$ cat src/rtl/lzwe_pkg.sv
`timescale 1ns / 1ps
package lzwe_pkg;

	localparam int DICT_SIZE    = 4096;
	localparam int CODE_W       = 12;
	localparam int WID_W        = 4;
	localparam int SYM_W        = 8;
	localparam int CS_W         = 4;
	localparam int MAX_SYM_BITS = 8;
	localparam int KEY_W        = CODE_W + SYM_W;
	// Hash table has twice as many slots as codes, so it stays at most half full.
	localparam int SLOT_AW      = CODE_W + 1;
	localparam int NEXT_W       = CODE_W + 1;

	localparam logic [1:0] OP_DATA  = 2'd0;
	localparam logic [1:0] OP_END   = 2'd1;
	localparam logic [1:0] OP_CLEAR = 2'd2;
	localparam logic [1:0] OP_NONE  = 2'd3;

	typedef struct packed {
		logic              last;
		logic [WID_W-1:0]  width;
		logic [CODE_W-1:0] code;
	} res_t;

	// Up to two results written to the output queue in one cycle, r0 first.
	typedef struct packed {
		logic en0;
		logic en1;
		res_t r0;
		res_t r1;
	} push_t;

	typedef struct packed {
		logic              valid;
		logic [KEY_W-1:0]  key;
		logic [CODE_W-1:0] code;
	} slot_t;

	// Symbol bits in use, limited to the widest symbol.
	function automatic logic [CS_W-1:0] eff_cs(input logic [CS_W-1:0] cs);
		return (cs > CS_W'(MAX_SYM_BITS)) ? CS_W'(MAX_SYM_BITS) : cs;
	endfunction

	// Number of literal codes; clear code equals it, end code is one above.
	function automatic logic [CODE_W-1:0] base_of(input logic [CS_W-1:0] cs);
		return CODE_W'(1) << eff_cs(cs);
	endfunction

	function automatic logic [NEXT_W-1:0] init_next(input logic [CS_W-1:0] cs);
		return NEXT_W'(base_of(cs)) + NEXT_W'(2);
	endfunction

	// ceil(log2(base + 2))
	function automatic logic [WID_W-1:0] init_width(input logic [CS_W-1:0] cs);
		logic [CS_W-1:0] e;
		e = eff_cs(cs);
		return (e <= CS_W'(1)) ? WID_W'(2) : WID_W'(e + CS_W'(1));
	endfunction

	// Fold the 20-bit key into a slot address.
	function automatic logic [SLOT_AW-1:0] hash_of(input logic [KEY_W-1:0] key);
		return {key[SYM_W-1:0], key[SLOT_AW-1:SYM_W]}
			^ SLOT_AW'(key[KEY_W-1:SLOT_AW]);
	endfunction

endpackage

$ cat src/rtl/lzwe_out_fifo.sv
`timescale 1ns / 1ps
module lzwe_out_fifo (
	input  logic            clk,
	input  logic            arst_n,
	input  lzwe_pkg::push_t push,
	input  logic            pop,
	output lzwe_pkg::res_t  head,
	output logic            not_empty,
	output logic            room
);
	import lzwe_pkg::*;

	localparam int DEPTH = 4;
	localparam int PTR_W = $clog2(DEPTH);

	res_t               buf_q [DEPTH];
	logic [PTR_W-1:0]   wr_q;
	logic [PTR_W-1:0]   rd_q;
	logic [PTR_W:0]     cnt_q;
	logic [PTR_W:0]     n_push;
	logic [PTR_W-1:0]   wr_next;

	assign n_push    = (PTR_W+1)'(push.en0) + (PTR_W+1)'(push.en1);
	assign wr_next   = wr_q + PTR_W'(1);
	assign head      = buf_q[rd_q];
	assign not_empty = (cnt_q != '0);
	// Room for the largest burst one item can cause.
	assign room      = (cnt_q <= (PTR_W+1)'(1));

	// Storage
	always_ff @(posedge clk) begin
		if (push.en0) begin
			buf_q[wr_q] <= push.r0;
		end
		if (push.en1) begin
			buf_q[wr_next] <= push.r1;
		end
	end

	// Pointers and fill count
	always_ff @(posedge clk or negedge arst_n) begin
		if (!arst_n) begin
			wr_q  <= '0;
			rd_q  <= '0;
			cnt_q <= '0;
		end else begin
			wr_q <= wr_q + PTR_W'(n_push);
			if (pop && not_empty) begin
				rd_q  <= rd_q + PTR_W'(1);
				cnt_q <= cnt_q + n_push - (PTR_W+1)'(1);
			end else begin
				cnt_q <= cnt_q + n_push;
			end
		end
	end

endmodule

$ cat config.mk
export PLATFORM = sky130hd
export DESIGN_NAME = lzwe_out_fifo
export DESIGN_NICKNAME = d
export VERILOG_FILES = /design/src/rtl/lzwe_pkg.sv /design/src/rtl/lzwe_out_fifo.sv
export SDC_FILE = /design/constraint.sdc
export NUM_CORES = 1
export LEC_CHECK = 0
export ABC_AREA = 0
export BUFFER_PORTS_ARGS = -buffer_cell sky130_fd_sc_hd__buf_4
export CAP_MARGIN = 30
export CORE_ASPECT_RATIO = 0.6
export CORE_MARGIN = 1
export CORE_UTILIZATION = 57
export DETAILED_ROUTE_END_ITERATION = 10
export GPL_TIMING_DRIVEN = 0
export PLACE_DENSITY = 0.83
export SLEW_MARGIN = 20
export SYNTH_ARGS = -nofsm -noshare
export SYNTH_HDL_FRONTEND = slang
export SYNTH_SLANG_ARGS = --single-unit
export TNS_END_PERCENT = 100
$ cat constraint.sdc
create_clock -name clk -period 2.5 [get_ports clk]
set_input_delay 0.25 -clock clk [delete_from_list [all_inputs] [get_ports clk]]
set_output_delay 0.25 -clock clk [all_outputs]
set_load 0.005 [all_outputs]
==> results.yml <==
global_routing:
  grt_max_degree: 14
  grt_usage_pct: 24.0
  grt_pass1_wl_um: 11700
  overflow: 0
  grt_pass1_vias: 2177
  antenna_found_initial: 0
yosys:
  syn-mean-instance-area_um2: 18.3
  synth.most_common_cell: "edfxtp_1"
  synthFlopType: "edfxtp_1"
  ys_top_cells_by_area: "edfxtp_1 (55%), mux2_2 (17%), mux4_2 (10%)"
  async_reset_ff_share_pct: 9.33
  synth_top_area_share_pct: 54.7
  synth_common_cells: "edfxtp_1 (68), mux2_2 (58), mux4_2 (17)"
  synth_seq_cells: 75
  synth_top_area_cell: "edfxtp_1"
  synth_area_mm2: 0.00373
  synth_edf_count: 68
  synth_warnings: 0
  yosysSeqAreaShare_pct: 59.4
  synth.distinct_cells: 27
  syn-instance-count: 204
  synth_nets: 248
sta:
  slew_violations: 0
  relSlewSlack_pct: 57.1
  clock_skew_ns: 0.00887
  period_share_pct: 84.4
  finalSetupViolCount: 0
  fmax_ghz: 0.474
  worst_pin_slew_ns: 0.638
  whs_ns: 0.213
  min_period_ns: 2.11
  finalHoldViolations: 0
  rsz0062_at_grt: "false"
floorplan:
  core-area_mm2: 0.00622
  start_util_pct: 60.0
  dieArea_mm2: 0.00689
  fp.dieW_um: 107
  fp-row-count: 22
  die_h_um: 64.7
  ios: 58
finish:
  final_nets: 321
  final_cells: 366
  layout-drive-gt1-share_pct: 63.1
  synthToLayoutAreaGrowth_pct: 21.9
  n_antenna_cell: 0
  fill_cells: 382
clock_tree:
  cts-resized-gates: 0
  root_buffer: "clkbuf_8"
  htreeDepth: 3
  numClockSinks: 75
  cts_tree: "yes"
  cts.clk_slew.worst_paths_ns: 0.07
  clk_latency_ns: 0.34
  cts_buffers: 9
  clock_path_buffers: 2
setup_path:
  cp-end-kind: "output port"
  crit_start: "rd_q[0]"
  r2r_slack_ns: 0.49
  worstSetupPathType: "reg -> out"
  start_kind: "flop"
  r2r-start: "wr_q[1]"
  r2r_end: "buf_q[2][7]"
  crit_fanout: 10
  cp-endpoint: "head[9]"
  crit_arrival_ns: 1.86
  required_ns: 2.25
  rr_worst_depth: 6
power_and_ir_drop:
  power_w: 0.00517
  p_leak_nw: 1.70
  irDropWorstVdd_v: 0.000664
  power_density_mw_per_mm2: 1140
detailed_routing:
  via_per_inst: 5.65
  first_iter_violations: 130
  drc_errors: 0
  dr_total_vias: 2068
  drtAntennaViolNets: 0
  wire_per_inst_um: 20.0
  drt_pass1_iterations: 4
  wirelength_um: 7320
placed_design:
  routabilityCongestion: 0.780
  port_buffers: 57
  post-dp-hpwl_um: 5120
  dpl.cell_count: 349
status:
  status: "finished clean"
job:
  maxCapViolCount: 0
hold_path:
  hp-class: "in -> reg"
==> worst max-delay path, cell delays in order (launching register included) <==
cell     delay (ns)
dfrtp_1        0.32
buf_4          0.23
buf_4          0.28
mux4_2         0.54
buf_4          0.15
==> layout make-up <==
class | instances | area (µm²) | share of cell area (%)
Buffer | 10 | 73.8 | 1.62
Clock buffer | 10 | 128 | 2.80
Clock inverter | 6 | 80.1 | 1.76
Inverter | 3 | 11.3 | 0.247
Multi-Input combinational cell | 116 | 1450 | 31.7
Sequential cell | 75 | 2220 | 48.7
Tap cell | 84 | 105 | 2.31
Timing Repair Buffer | 62 | 494 | 10.9
==> cell families (layout without fill, tap and decap cells) <==
group	Yosys count	count (layout)	share of synthesized area, %
AO/OA/AOI/OAI	8	8	1.34
AND/OR/NAND/NOR	12	12	1.98
flip-flops	75	75	59.4
XOR/XNOR	6	6	1.41
multiplexers	85	85	31.8
adder cells (fa/ha/maj)	5	5	1.88
buffers and inverters	13	91	2.28
==> flip-flops by register name, summed over array words and instances, names as in the netlist <==
register and cells:
cnt_q 3, buf_q 68, rd_q 2, wr_q 2
==> layout by cell type (no fill, tap or decap), drive strengths merged <==
master and n:
buf 71, edfxtp 68, mux2 68, mux4 17, clkbuf 10, dfrtp 7, xnor2 5, ha 4
o21ai 4, inv 3, nand3 3, nor2 3, clkinv 3, bufinv 2, nand2 2, nor2b 1
and2 1, o31ai 1, a21oi 1, nand2b 1, o211ai 1, a21bo 1, xor2 1, or3 1
fa 1, clkinvlp 1, dlygate4sd3 1
==> power breakdown <==
part,switching [W],leakage [nW],internal [W]
registers,0.000139,0.718,0.00191
logic,0.000981,0.886,0.00117
clock network,0.000423,0.101,0.000554
==> how the worst min path moves through the flow <==
stage                              end  slack [ns]  depth (start not counted)      from
after CTS                      rd_q[1]        0.20                          3       pop
after detailed placement      cnt_q[2]        0.07                          1    arst_n
after global placement         wr_q[0]        0.07                          1    arst_n
after global routing      buf_q[1][15]        0.22                          2  push[15]
final                          rd_q[1]        0.21                          3       pop
after floorplan               cnt_q[0]       -0.05                          0    arst_n
==> metal layers <==
layer | GRT usage [%] | vias to the layer above | routed length, µm
met5 | 0 | - | 0
met4 | 7.71 | 0 | 70
met3 | 5.23 | 7 | 569
met2 | 37.4 | 83 | 3320
met1 | 34.1 | 1016 | 3350
li1 | - | 962 | -
==> repair_timing <==
action / CTS / global route
hold buffers: 1 / 0
setup buffers: 0 / 0
hold endpoints to repair: 7 / 0
==> through the flow <==
step | area [µm²] | TNS (ns) | utilization, % | setup WS (ns)
floorplan | 3730 | 0 | - | 0.239
global placement | 4270 | -20.71 | 68.6 | -0.633
detailed placement | 4340 | 0 | 69.7 | 0.276
CTS | 4550 | 0 | 73.2 | 0.352
global route | 4550 | 0 | 73.2 | 0.284
finish | 4550 | 0 | 73.2 | 0.390
No activity file was read; power rests on OpenSTA's default activity.
